**config.mk**
```make
export PLATFORM = sky130hd
export DESIGN_NAME = vlan_tag_insert_strip_flat
export DESIGN_NICKNAME = d
export VERILOG_FILES = /design/src/hdl/vtis_pkg.sv /design/src/hdl/vtis_in_if.sv /design/src/hdl/vtis_out_if.sv /design/src/hdl/vtis_front.sv /design/src/hdl/vtis_queue.sv /design/src/hdl/vtis_back.sv /design/src/hdl/vlan_tag_insert_strip.sv /design/src/flat_wrapper.sv
export SDC_FILE = /design/constraint.sdc
export NUM_CORES = 1
export LEC_CHECK = 0
export BUFFER_PORTS_ARGS = -buffer_cell sky130_fd_sc_hd__buf_2
export CELL_PAD_IN_SITES_DETAIL_PLACEMENT = 0
export CELL_PAD_IN_SITES_GLOBAL_PLACEMENT = 1
export CORE_AREA = 2 2 182 184
export CTS_CLUSTER_DIAMETER = 120
export DETAILED_ROUTE_END_ITERATION = 16
export DIE_AREA = 0 0 184 186
export PLACE_DENSITY_LB_ADDON = 0.08
export SYNTH_ARGS = -nofsm -noshare
export SYNTH_HDL_FRONTEND = slang
export SYNTH_SLANG_ARGS = --single-unit
export TNS_END_PERCENT = 30
```
**constraint.sdc**
```tcl
create_clock -name clk -period 6.98 [get_ports clk]
set_input_delay 2.094 -clock clk [delete_from_list [all_inputs] [get_ports clk]]
set_output_delay 2.094 -clock clk [all_outputs]
set_load 0.05 [all_outputs]
```
**src/hdl/vtis_pkg.sv**
```systemverilog
`default_nettype none
package vtis_pkg;

    localparam logic [1:0] REQ_PASS   = 2'd0;
    localparam logic [1:0] REQ_INSERT = 2'd1;
    localparam logic [1:0] REQ_STRIP  = 2'd2;

    localparam logic [15:0] TPID_RESET = 16'h8100;

    // Byte positions within the frame header.
    localparam logic [4:0] POS_ADDR_LAST = 5'd11;
    localparam logic [4:0] POS_TPID_HI   = 5'd12;
    localparam logic [4:0] POS_TPID_LO   = 5'd13;
    localparam logic [4:0] POS_TAG_HI    = 5'd14;
    localparam logic [4:0] POS_TAG_LO    = 5'd15;
    localparam logic [4:0] POS_SAT       = 5'd16;

    localparam int QUEUE_DEPTH = 2;
    localparam int QPTR_W      = 1;

    // One item's worth of output bytes, as classified by the front end.
    typedef struct packed {
        logic [2:0]      count;
        logic [4:0][7:0] bytes;
        logic            last;
        logic            stripped;
        logic [15:0]     tag;
    } vtis_rec_t;

    typedef struct packed {
        logic       full;
        logic       empty;
    } vtis_qstat_t;

    typedef struct packed {
        logic [4:0] pos;
        logic [1:0] req;
    } vtis_fstat_t;

endpackage
`default_nettype wire

```
**src/hdl/vtis_in_if.sv**
```systemverilog
`default_nettype none
interface vtis_in_if;
    logic        valid;
    logic        ready;
    logic [7:0]  data_byte;
    logic        first_byte;
    logic        last_byte;
    logic [1:0]  req_type;
    logic [15:0] insert_tag;

    modport source (output valid, output data_byte, output first_byte, output last_byte,
                    output req_type, output insert_tag, input ready);
    modport sink (input valid, input data_byte, input first_byte, input last_byte,
                  input req_type, input insert_tag, output ready);
endinterface
`default_nettype wire

```
**src/hdl/vtis_out_if.sv**
```systemverilog
`default_nettype none
interface vtis_out_if;
    logic        valid;
    logic        ready;
    logic [7:0]  out_byte;
    logic        out_last;
    logic        tag_stripped;
    logic [15:0] stripped_tag;

    modport source (output valid, output out_byte, output out_last, output tag_stripped,
                    output stripped_tag, input ready);
    modport sink (input valid, input out_byte, input out_last, input tag_stripped,
                  input stripped_tag, output ready);
endinterface
`default_nettype wire

```
**src/hdl/vtis_front.sv**
```systemverilog
`default_nettype none
module vtis_front
    import vtis_pkg::*;
(
    input  wire logic        clk,
    input  wire logic        rst_n,
    vtis_in_if.sink          ingress,
    input  wire logic [15:0] tpid,
    input  wire vtis_qstat_t qstat,
    output vtis_rec_t        push_rec,
    output logic             push,
    output vtis_fstat_t      fstat
);

    logic [4:0]  pos_reg, pos_next;
    logic [1:0]  req_reg, req_next;
    logic [15:0] tag_reg, tag_next;
    logic        matched_reg, matched_next;
    logic [7:0]  held_reg [3];
    logic [7:0]  held_next [3];

    logic [4:0]  pos_cur;
    logic [1:0]  req_cur;
    logic [15:0] tag_cur;
    logic        matched_cur;
    logic        accept;
    logic [7:0]  b;
    logic        lst;
    vtis_rec_t   rec;

    assign ingress.ready = !qstat.full;
    assign accept        = ingress.valid && !qstat.full;
    assign b             = ingress.data_byte;
    assign lst           = ingress.last_byte;

    always_comb
    begin
        if (ingress.first_byte)
        begin
            pos_cur     = '0;
            req_cur     = (ingress.req_type == REQ_INSERT || ingress.req_type == REQ_STRIP)
                          ? ingress.req_type : REQ_PASS;
            tag_cur     = ingress.insert_tag;
            matched_cur = 1'b0;
        end
        else
        begin
            pos_cur     = pos_reg;
            req_cur     = req_reg;
            tag_cur     = tag_reg;
            matched_cur = matched_reg;
        end

        rec          = '0;
        rec.count    = 3'd1;
        rec.bytes[0] = b;
        rec.last     = lst;
        tag_next     = tag_cur;
        matched_next = matched_cur;
        held_next    = held_reg;

        unique case (req_cur)
            REQ_INSERT:
            begin
                if (pos_cur == POS_ADDR_LAST)
                begin
                    rec.count    = 3'd5;
                    rec.bytes[1] = tpid[15:8];
                    rec.bytes[2] = tpid[7:0];
                    rec.bytes[3] = tag_cur[15:8];
                    rec.bytes[4] = tag_cur[7:0];
                end
            end
            REQ_STRIP:
            begin
                if (pos_cur < POS_TPID_HI)
                begin
                    rec.count = 3'd1;
                end
                else if (pos_cur == POS_TPID_HI)
                begin
                    if (!lst)
                    begin
                        rec.count    = 3'd0;
                        held_next[0] = b;
                    end
                end
                else if (pos_cur == POS_TPID_LO)
                begin
                    if ({held_reg[0], b} == tpid && !lst)
                    begin
                        rec.count    = 3'd0;
                        held_next[1] = b;
                        matched_next = 1'b1;
                    end
                    else
                    begin
                        rec.count    = 3'd2;
                        rec.bytes[0] = held_reg[0];
                        rec.bytes[1] = b;
                    end
                end
                else if (!matched_cur)
                begin
                    rec.count = 3'd1;
                end
                else if (pos_cur == POS_TAG_HI)
                begin
                    if (lst)
                    begin
                        rec.count    = 3'd3;
                        rec.bytes[0] = held_reg[0];
                        rec.bytes[1] = held_reg[1];
                        rec.bytes[2] = b;
                    end
                    else
                    begin
                        rec.count    = 3'd0;
                        held_next[2] = b;
                    end
                end
                else if (pos_cur == POS_TAG_LO)
                begin
                    if (lst)
                    begin
                        rec.count    = 3'd4;
                        rec.bytes[0] = held_reg[0];
                        rec.bytes[1] = held_reg[1];
                        rec.bytes[2] = held_reg[2];
                        rec.bytes[3] = b;
                    end
                    else
                    begin
                        rec.count = 3'd0;
                        tag_next  = {held_reg[2], b};
                    end
                end
                else
                begin
                    rec.stripped = lst;
                    rec.tag      = lst ? tag_cur : 16'd0;
                end
            end
            default:
            begin
                rec.count = 3'd1;
            end
        endcase

        if (lst)
        begin
            pos_next     = '0;
            req_next     = REQ_PASS;
            matched_next = 1'b0;
        end
        else
        begin
            pos_next = (pos_cur < POS_SAT) ? 5'(pos_cur + 5'd1) : POS_SAT;
            req_next = req_cur;
        end
    end

    assign push     = accept && (rec.count != 3'd0);
    assign push_rec = rec;
    assign fstat    = '{pos: pos_reg, req: req_reg};

    always_ff @(posedge clk or negedge rst_n)
    begin
        if (!rst_n)
        begin
            pos_reg     <= '0;
            req_reg     <= REQ_PASS;
            tag_reg     <= '0;
            matched_reg <= 1'b0;
        end
        else if (accept)
        begin
            pos_reg     <= pos_next;
            req_reg     <= req_next;
            tag_reg     <= tag_next;
            matched_reg <= matched_next;
        end
    end

    always_ff @(posedge clk)
    begin
        if (accept)
        begin
            held_reg <= held_next;
        end
    end

endmodule
`default_nettype wire

```
**src/hdl/vtis_queue.sv**
```systemverilog
`default_nettype none
module vtis_queue
    import vtis_pkg::*;
(
    input  wire logic      clk,
    input  wire logic      rst_n,
    input  wire logic      push,
    input  wire vtis_rec_t push_rec,
    input  wire logic      pop,
    output vtis_rec_t      head,
    output vtis_qstat_t    qstat
);

    localparam logic [QPTR_W-1:0] PTR_LAST = QPTR_W'(QUEUE_DEPTH - 1);
    localparam logic [QPTR_W:0]   CNT_FULL = (QPTR_W + 1)'(QUEUE_DEPTH);

    vtis_rec_t         entry_reg [QUEUE_DEPTH];
    logic [QPTR_W-1:0] wr_ptr_reg, rd_ptr_reg;
    logic [QPTR_W:0]   count_reg;
    logic              do_pop;

    assign qstat.full  = (count_reg == CNT_FULL);
    assign qstat.empty = (count_reg == '0);
    assign head        = entry_reg[rd_ptr_reg];
    assign do_pop      = pop && !qstat.empty;

    always_ff @(posedge clk or negedge rst_n)
    begin
        if (!rst_n)
        begin
            wr_ptr_reg <= '0;
            rd_ptr_reg <= '0;
            count_reg  <= '0;
        end
        else
        begin
            if (push)
            begin
                wr_ptr_reg <= (wr_ptr_reg == PTR_LAST) ? '0 : QPTR_W'(wr_ptr_reg + 1'b1);
            end
            if (do_pop)
            begin
                rd_ptr_reg <= (rd_ptr_reg == PTR_LAST) ? '0 : QPTR_W'(rd_ptr_reg + 1'b1);
            end
            if (push && !do_pop)
            begin
                count_reg <= (QPTR_W + 1)'(count_reg + 1'b1);
            end
            else if (do_pop && !push)
            begin
                count_reg <= (QPTR_W + 1)'(count_reg - 1'b1);
            end
        end
    end

    always_ff @(posedge clk)
    begin
        if (push)
        begin
            entry_reg[wr_ptr_reg] <= push_rec;
        end
    end

endmodule
`default_nettype wire

```
**src/hdl/vtis_back.sv**
```systemverilog
`default_nettype none
module vtis_back
    import vtis_pkg::*;
(
    input  wire logic        clk,
    input  wire logic        rst_n,
    input  wire vtis_rec_t   head,
    input  wire vtis_qstat_t qstat,
    output logic             pop,
    vtis_out_if.source       egress
);

    logic [2:0]  idx_reg;
    logic        valid_reg;
    logic [7:0]  byte_reg;
    logic        last_reg;
    logic        stripped_reg;
    logic [15:0] tag_reg;
    logic        load;
    logic        final_byte;

    // The output register is refilled whenever it is empty or being taken.
    assign load       = !qstat.empty && (!valid_reg || egress.ready);
    assign final_byte = (idx_reg == 3'(head.count - 3'd1));
    assign pop        = load && final_byte;

    assign egress.valid        = valid_reg;
    assign egress.out_byte     = byte_reg;
    assign egress.out_last     = last_reg;
    assign egress.tag_stripped = stripped_reg;
    assign egress.stripped_tag = tag_reg;

    always_ff @(posedge clk or negedge rst_n)
    begin
        if (!rst_n)
        begin
            idx_reg   <= '0;
            valid_reg <= 1'b0;
        end
        else
        begin
            if (load)
            begin
                idx_reg   <= final_byte ? 3'd0 : 3'(idx_reg + 3'd1);
                valid_reg <= 1'b1;
            end
            else if (egress.ready)
            begin
                valid_reg <= 1'b0;
            end
        end
    end

    always_ff @(posedge clk)
    begin
        if (load)
        begin
            byte_reg     <= head.bytes[idx_reg];
            last_reg     <= final_byte && head.last;
            stripped_reg <= final_byte && head.stripped;
            tag_reg      <= final_byte ? head.tag : 16'd0;
        end
    end

endmodule
`default_nettype wire

```
**src/hdl/vlan_tag_insert_strip.sv**
```systemverilog
// VLAN tag insert and strip on a byte-wide frame stream.
// The ingress channel carries one frame byte per request, with first and last
// markers; the request type and the tag to insert are latched on the first byte.
// The egress channel returns the rewritten frame one byte per request, with the
// removed tag reported alongside the last byte of a stripped frame.
// The TPID register is written through cfg_we and cfg_wdata; the user must write
// it only while the block is idle, which the block itself does not enforce.
// A front stage classifies each byte and turns it into zero to five output bytes,
// a two-entry queue decouples it from a back stage that sends one byte per cycle
// while egress is ready through a registered output. Throughput is one byte per
// cycle; the back stage's single output byte per cycle sets this, so the twelfth
// byte of an insert frame, which yields five bytes, can hold the ingress side.
// A strip frame whose TPID matches drops four bytes; where a strip frame releases
// two to four held bytes at once, the ingress side can stall while they drain.
// Reset clears the frame state and the queue and sets the TPID to 0x8100.
// When egress stalls, the output byte holds and the queue fills; ingress ready
// drops once the queue is full.
`default_nettype none
module vlan_tag_insert_strip
    import vtis_pkg::*;
(
    input  wire logic        clk,
    input  wire logic        rst_n,
    vtis_in_if.sink          ingress,
    vtis_out_if.source       egress,
    input  wire logic        cfg_we,
    input  wire logic [15:0] cfg_wdata
);

    logic [15:0] tpid_reg;
    vtis_rec_t   push_rec;
    vtis_rec_t   head;
    vtis_qstat_t qstat;
    vtis_fstat_t fstat;
    logic        push;
    logic        pop;

    always_ff @(posedge clk or negedge rst_n)
    begin
        if (!rst_n)
        begin
            tpid_reg <= TPID_RESET;
        end
        else if (cfg_we)
        begin
            tpid_reg <= cfg_wdata;
        end
    end

    vtis_front u_front (
        .clk      (clk),
        .rst_n    (rst_n),
        .ingress  (ingress),
        .tpid     (tpid_reg),
        .qstat    (qstat),
        .push_rec (push_rec),
        .push     (push),
        .fstat    (fstat)
    );

    vtis_queue u_queue (
        .clk      (clk),
        .rst_n    (rst_n),
        .push     (push),
        .push_rec (push_rec),
        .pop      (pop),
        .head     (head),
        .qstat    (qstat)
    );

    vtis_back u_back (
        .clk    (clk),
        .rst_n  (rst_n),
        .head   (head),
        .qstat  (qstat),
        .pop    (pop),
        .egress (egress)
    );

`ifndef SYNTH
    // A tag is only ever reported on the final byte of a frame.
    assert property (@(posedge clk) disable iff (!rst_n)
        egress.valid && egress.tag_stripped |-> egress.out_last)
    else $error("tag reported away from the last byte");

    // Without a stripped tag the tag field stays clear.
    assert property (@(posedge clk) disable iff (!rst_n)
        egress.valid && !egress.tag_stripped |-> egress.stripped_tag == 16'd0)
    else $error("stripped tag set without tag_stripped");

    // Accepting a last byte returns the front end to the start of a pass frame.
    assert property (@(posedge clk) disable iff (!rst_n)
        ingress.valid && ingress.ready && ingress.last_byte
        |=> fstat.pos == 5'd0 && fstat.req == REQ_PASS)
    else $error("frame state not cleared after last byte");

    // The queue is never written while full.
    assert property (@(posedge clk) disable iff (!rst_n)
        push |-> !qstat.full)
    else $error("queue overrun");
`endif

endmodule
`default_nettype wire
```
**src/flat_wrapper.sv**
```systemverilog
// flat-port wrapper written by rule: the top's interface ports become plain ports
module vlan_tag_insert_strip_flat import vtis_pkg::*;
  (clk, rst_n, cfg_we, cfg_wdata, ingress_valid, ingress_data_byte, ingress_first_byte, ingress_last_byte, ingress_req_type, ingress_insert_tag, ingress_ready, egress_valid, egress_out_byte, egress_out_last, egress_tag_stripped, egress_stripped_tag, egress_ready);
  vtis_in_if ingress_i ();
  vtis_out_if egress_i ();
  input  wire logic clk;
  input  wire logic rst_n;
  input  wire logic cfg_we;
  input  wire logic [15:0] cfg_wdata;
  input wire logic [$bits(ingress_i.valid)-1:0] ingress_valid;
  input wire logic [$bits(ingress_i.data_byte)-1:0] ingress_data_byte;
  input wire logic [$bits(ingress_i.first_byte)-1:0] ingress_first_byte;
  input wire logic [$bits(ingress_i.last_byte)-1:0] ingress_last_byte;
  input wire logic [$bits(ingress_i.req_type)-1:0] ingress_req_type;
  input wire logic [$bits(ingress_i.insert_tag)-1:0] ingress_insert_tag;
  output wire logic [$bits(ingress_i.ready)-1:0] ingress_ready;
  output wire logic [$bits(egress_i.valid)-1:0] egress_valid;
  output wire logic [$bits(egress_i.out_byte)-1:0] egress_out_byte;
  output wire logic [$bits(egress_i.out_last)-1:0] egress_out_last;
  output wire logic [$bits(egress_i.tag_stripped)-1:0] egress_tag_stripped;
  output wire logic [$bits(egress_i.stripped_tag)-1:0] egress_stripped_tag;
  input wire logic [$bits(egress_i.ready)-1:0] egress_ready;
  assign ingress_i.valid = ingress_valid;
  assign ingress_i.data_byte = ingress_data_byte;
  assign ingress_i.first_byte = ingress_first_byte;
  assign ingress_i.last_byte = ingress_last_byte;
  assign ingress_i.req_type = ingress_req_type;
  assign ingress_i.insert_tag = ingress_insert_tag;
  assign ingress_ready = ingress_i.ready;
  assign egress_valid = egress_i.valid;
  assign egress_out_byte = egress_i.out_byte;
  assign egress_out_last = egress_i.out_last;
  assign egress_tag_stripped = egress_i.tag_stripped;
  assign egress_stripped_tag = egress_i.stripped_tag;
  assign egress_i.ready = egress_ready;
  vlan_tag_insert_strip u_core (.clk(clk), .rst_n(rst_n), .ingress(ingress_i), .egress(egress_i), .cfg_we(cfg_we), .cfg_wdata(cfg_wdata));
endmodule
```
==> results of run 1 <==
-- cells in the final DEF (no fill, tap or decap), types with 4 or more instances in the layout --
master | netlist | final
nor2_1 | 79 | 79
inv_1 | 12 | 12
dfrtp_1 | 46 | 45
a22oi_1 | 10 | 10
mux2_2 | 24 | 24
ha_1 | 9 | 9
nand2b_1 | 4 | 4
o21ai_0 | 23 | 23
mux4_2 | 16 | 16
clkbuf_16 | 0 | 25
o21ai_2 | 8 | 8
a21oi_1 | 35 | 35
nand3_1 | 5 | 5
o22ai_1 | 17 | 17
edfxtp_1 | 172 | 172
nor3_1 | 5 | 5
buf_4 | 0 | 10
clkinv_1 | 0 | 8
and3_1 | 10 | 10
xnor2_1 | 10 | 10
mux2i_1 | 53 | 53
buf_2 | 6 | 76
nand2_1 | 50 | 50
xor2_1 | 15 | 15
-- per-stage QoR --
step / cell area [um^2] / cells / setup WS (ns) / hold WS, ns
floorplan: 9610 / 688 / 0.644 / 0.449
global route: 11300 / 1192 / 1.29 / 0.520
finish: 11300 / 1192 / 1.66 / 0.481
global placement: 10500 / 1147 / 1.15 / 0.472
CTS: 11300 / 1192 / 1.62 / 0.489
detailed placement: 10500 / 1147 / 1.09 / 0.475
-- cell type report --
| class | count | share of cell area [%] |
|---|---|---|
| inverter | 12 | 0.400 |
| clock inverter | 20 | 1.64 |
| clock buffer | 25 | 5.55 |
| multi-input combinational | 420 | 27.2 |
| tap | 408 | 4.53 |
| sequential | 220 | 56.5 |
| timing repair buffer | 87 | 4.22 |
-- layer usage --
| metal | global-route usage [%] | part of all wire (%) | vias up |
|---|---|---|---|
| met1 | 20.4 | 45 | 2942 |
| li1 | - | - | 2731 |
| met3 | 2.11 | 4.0 | 35 |
| met4 | 3.90 | 1.9 | 0 |
| met2 | 25.8 | 49 | 121 |
| met5 | 0 | 0 | - |
-- where the power goes --
group / internal, W / switching, W
registers: 0.00179 / 0.000181
clock network: 0.000765 / 0.000535
logic: 0.000420 / 0.000855
total: 0.00297 / 0.00157
-- worst register-to-register path, stage by stage, from the launching register on --
cell and delay (ns):
dfrtp_1 0.39, nor2b_1 0.24, inv_1 0.09, ha_1 0.22, and3b_1 0.21, o211ai_1 0.20, or4_1 0.58, a21oi_1 0.34
o41a_2 0.23, and2_2 0.31, buf_4 0.44
-- logic make-up after synthesis --
group / Yosys count / share of synthesized area [%]
AND/OR/NAND/NOR: 182 / 8.91
XOR/XNOR: 25 / 2.28
AO/OA/AOI/OAI: 111 / 7.24
buffers and inverters: 48 / 2.04
flip-flops: 220 / 66.3
multiplexers: 93 / 12.1
adder cells (fa/ha/maj): 9 / 1.17
-- final timing paths --
check | slack (ns) | endpoint | from | depth (start not counted)
setup / recovery | 1.66 | u_core.u_queue.entry_reg[1][33] | ingress_first_byte | 11
hold / removal | 0.48 | u_core.u_front.tag_reg[9] | u_core.u_front.tag_reg[9] | 2
setup reg to reg | 3.33 | u_core.u_queue.entry_reg[1][33] | u_core.u_front.pos_reg[1] | 10
hold reg to reg | 0.48 | u_core.u_front.tag_reg[9] | u_core.u_front.tag_reg[9] | 2
max in group asynchronous | 4.77 | u_core.u_queue.rd_ptr_reg | rst_n | 2
min in group asynchronous | 1.69 | u_core.tpid_reg[9] | rst_n | 2
==> impl_metrics.yaml, run 1 <==
final_layout:
  area_growth_syn_to_layout_pct: 17.3
  largest_reg_flops: 122
  seq_area_um2: 6370
  antennaDiodeCount: 0
  drive_above_1_share_pct: 23.7
  fill_cells: 3158
  postLayoutCoreUtil_pct: 35.0
  multi_input_area_um2: 3060
  nets: 824
power_and_ir_drop:
  finalPower_w: 0.00454
  powerDensity_nw_per_um2: 403
  leakagePower_nw: 4.18
  peakVddDrop_v: 0.000159
critical_path:
  critPathSlowestCell: "or4_1"
  critPathBufInv: 4
  crit_top_cell: "buf_4"
  cp.arrival_ns: 5.48
  cp_max_fo: 32
  cp-start-kind: "primary input"
  critPathRequiredTime_ns: 7.14
  crit_chain: "buf_2, buf_4, nand2_1, o2bb2ai_1, inv_1, ha_1, or4_1, a21oi_1, o41a_2, and2_2, buf_4"
  critPathCaptureType: "register"
  cp_top_family: "simple AND/OR/NAND/NOR gates"
  crit_type: "in2reg"
  slowest_delay_ns: 0.60
logic_synthesis:
  ys_top_cells_by_count: "edfxtp_1 (172), nor2_1 (79), mux2i_1 (53)"
  synth_warnings: 0
  ys_types: 56
  yosys.cell_count.top_type: "edfxtp_1"
  synthFlopType: "edfxtp_1"
  synthArstFlopShare_pct: 21.8
  yosys-top-cells-area: "edfxtp_1 (54%), dfrtp_1 (12%), mux2i_1 (5.5%)"
  synth_top_area_cell: "edfxtp_1"
  netlist_area_um2: 9610
  synth_edf_count: 172
  syn_avg_cell_area_um2: 14.0
  synthCells: 688
  synth_top_area_share_pct: 53.8
  yosysSeqAreaShare_pct: 66.3
  ys_ff_latch: 220
  syn_nets: 746
detailed_routing:
  dr.pass1.iters: 5
  drc: 0
  wl_per_cell_um: 21.2
  drt_iter0_markers: 424
  vias_per_cell: 4.89
  vias: 5829
  ant_nets: 0
  wirelength_mm: 25.3
timing:
  rsz0062_at_grt: "false"
  max_slew.worst_pin.slew_ns: 1.18
  relSlewSlack_pct: 21.0
  slew_violations: 0
  clock_skew_ns: 0.0192
  fin_setup_tns_ns: 0
  fin_crit_sh_pct: 76.2
  final-hold-violation-count: 0
  fin_crit_ns: 5.32
  setup_violations: 0
  fmax_ghz: 0.188
floorplan:
  start_util_pct: 29.8
  die_w_um: 184
  fp-row-count: 66
  fp.coreArea_um2: 32200
  die_h_um: 186
  io_pins: 77
  die-area_um2: 34200
clock_tree:
  postCtsSetupBuffers: 0
  cts_sinks: 220
  clock_latency_ns: 0.53
  cts_tree: "built"
  ctsHoldBuffers: 0
  root_buffer: "clkbuf_16"
  htree_levels: 1
  cts_resized: 0
  path_clk_slew_ns: 0.06
  cts_buffers: 25
  cts.path.max_buffers: 3
grt:
  grt_pass1_vias: 6175
  grt_usage_pct: 15.2
  grt_start_max_net_pins: 62
  grt-ovfl-total: 0
  grt_pass1_wl_mm: 38.5
  antenna_found_initial: 0
place:
  dpl.hpwl_mm: 18.0
  io_buffers: 76
  globalplace.congestion: 0.818
run:
  maxCapViolCount: 0
run_status:
  status: "finished clean"
min_path:
  hold_path_class: "reg2reg"
No activity file was read; power rests on OpenSTA's default activity.
==> inputs of run 2 (changes only) <==
==> constraint.sdc (replaced) <==
create_clock -name clk -period 5 [get_ports clk]
set_input_delay 1.5 -clock clk [delete_from_list [all_inputs] [get_ports clk]]
set_output_delay 1.5 -clock clk [all_outputs]
set_load 0.05 [all_outputs]
==> run 2 against run 1 <==
Net effect: via count up 1.3%; non-clock buffer count increased by 9; clock skew shrank 0.00076 ns; critical path type unchanged; critical endpoint is now u_core.u_queue.entry_reg[1][17]; highest routed layer unchanged.
==> impl_metrics.yaml, run 2 (synthesis results as in run 1) <==
run_status:
  status: "finished clean"
floorplan:
  fp.coreArea_um2: 32200
  start_util_pct: 29.8
  die_w_um: 184
  io_pins: 77
  fp-row-count: 66
  die-area_um2: 34200
  die_h_um: 186
timing:
  fin_crit_sh_pct: 80.0
  fin_setup_tns_ns: 0
  fmax_ghz: 0.250
  rsz0062_at_grt: "false"
  clock_skew_ns: 0.0185
  fin_crit_ns: 4.00
  setup_violations: 0
  relSlewSlack_pct: 23.6
  slew_violations: 0
  final-hold-violation-count: 0
  max_slew.worst_pin.slew_ns: 1.13
power_and_ir_drop:
  peakVddDrop_v: 0.000277
  comb_power_share_pct: 28.2
  seqPwrFrac_pct: 43.7
  switching_power_w: 0.00219
  powerDensity_nw_per_um2: 558
  internal-power_w: 0.00414
  switching_share_pct: 34.6
  clkPwrFrac_pct: 28.0
  leakagePower_nw: 4.22
place:
  place_area_um2: 10500
  globalplace.congestion: 0.835
  dpl.hpwl_mm: 18.5
  io_buffers: 76
detailed_routing:
  drt_iter0_markers: 328
  wl_per_cell_um: 21.4
  vias: 5906
  drc: 0
  vias_per_cell: 4.91
  wirelength_mm: 25.8
  dr.pass1.iters: 4
  ant_nets: 0
final_layout:
  nets: 834
  area_growth_syn_to_layout_pct: 18.0
  mostFrequentLayoutCell: "edfxtp_1"
  antennaDiodeCount: 0
  largest_reg_flops: 122
  drive_above_1_share_pct: 24.2
  final_cell_mix: "edfxtp_1 (172), nor2_1 (79), buf_2 (76)"
  design_area_um2: 11300
clock_tree:
  cts_sinks: 220
  ctsHoldBuffers: 0
  path_clk_slew_ns: 0.06
  clock_latency_ns: 0.53
  postCtsSetupBuffers: 0
  cts_tree: "built"
  cts.path.max_buffers: 3
  cts_resized: 0
  htree_levels: 1
  cts_buffers: 26
  root_buffer: "clkbuf_16"
critical_path:
  critPathBufInv: 4
  crit_type: "in2reg"
  cp_max_fo: 39
  cp.arrival_ns: 4.21
  cp_top_family: "compound AO/OA/AOI/OAI gates"
  crit_cells: 12
  crit_chain: "buf_2, inv_1, nand2_1, inv_1, ha_1, nand2b_1, a21boi_0, o311ai_0, a211o_1, o41a_2, and2_2, buf_4"
  slowest_delay_ns: 0.51
  critPathSlowestCell: "o41a_2"
  crit_top_cell: "inv_1"
  ff2ff_path_depth: 7
  critPathRequiredTime_ns: 5.21
  critPathCaptureType: "register"
  cp-start-kind: "primary input"
grt:
  antenna_found_initial: 1
  grt_start_max_net_pins: 40
  grt-ovfl-total: 0
  grt_pass1_wl_mm: 39.1
  met2_usage_pct: 26.5
  grt_pass1_vias: 6226
  grt_usage_pct: 15.5
  use_met1_pct: 20.7
  met3_usage_pct: 2.47
  busiest_layer: "met2"
min_path:
  holdPathStages: 2
  hold_path_class: "reg2reg"
run:
  maxCapViolCount: 0
-- run 2: worst paths after layout --
check | endpoint | slack [ns] | start
min | u_core.u_front.tag_reg[11] | 0.48 | u_core.u_front.tag_reg[11]
max in group asynchronous | u_core.u_front.pos_reg[1] | 3.13 | rst_n
min reg2reg | u_core.u_front.tag_reg[11] | 0.48 | u_core.u_front.tag_reg[11]
min in group asynchronous | u_core.tpid_reg[10] | 1.10 | rst_n
max | u_core.u_queue.entry_reg[1][17] | 1.0 | ingress_first_byte
max reg2reg | u_core.u_back.idx_reg[2] | 1.68 | u_core.u_queue.rd_ptr_reg
-- run 2: cell type report --
class | count | area, um^2
repair buffers | 96 | 556
clock inverters | 11 | 85.1
multi-input cells | 420 | 3060
inverters | 12 | 45.0
clock buffers | 36 | 709
flip-flops and latches | 220 | 6370
fillers | 3178 | 20900
well taps | 408 | 510
-- run 2: metal layers --
layer | wire, um | vias to the layer above
li1 | - | 2752
met1 | 11600 | 2985
met2 | 12500 | 133
met3 | 1190 | 36
met4 | 418 | 0
met5 | 0 | -
-- run 2: power groups by stage --
stage          logic, W  registers (W)  clock network, W
2_1_floorplan  0.000999        0.00305                 0
3_3_place_gp    0.00183        0.00280                 0
3_5_place_dp    0.00183        0.00281                 0
4_1_cts         0.00184        0.00278           0.00183
5_1_grt         0.00196        0.00282           0.00190
6_report        0.00178        0.00277           0.00177
-- run 2: worst min-delay path, delay by kind of cell (launching register included) --
family,cells,cell delay [ns]
DFF,1,0.34
and+or+nand+nor,1,0.05
AOI/OAI and AO/OA,1,0.06
-- run 2: through the flow --
stage | total power (W) | hold slack (ns) | utilization, % | setup slack (ns) | std cells
2_1_floorplan | 0.00405 | 0.449 | - | 0.0541 | 688
3_3_place_gp | 0.00463 | 0.469 | 32.7 | 0.617 | 1156
4_1_cts | 0.00644 | 0.490 | 35.2 | 1.09 | 1203
3_5_place_dp | 0.00464 | 0.476 | 32.7 | 0.534 | 1156
5_1_grt | 0.00669 | 0.511 | 35.2 | 0.902 | 1203
6_report | 0.00632 | 0.485 | 35.2 | 0.998 | 1203
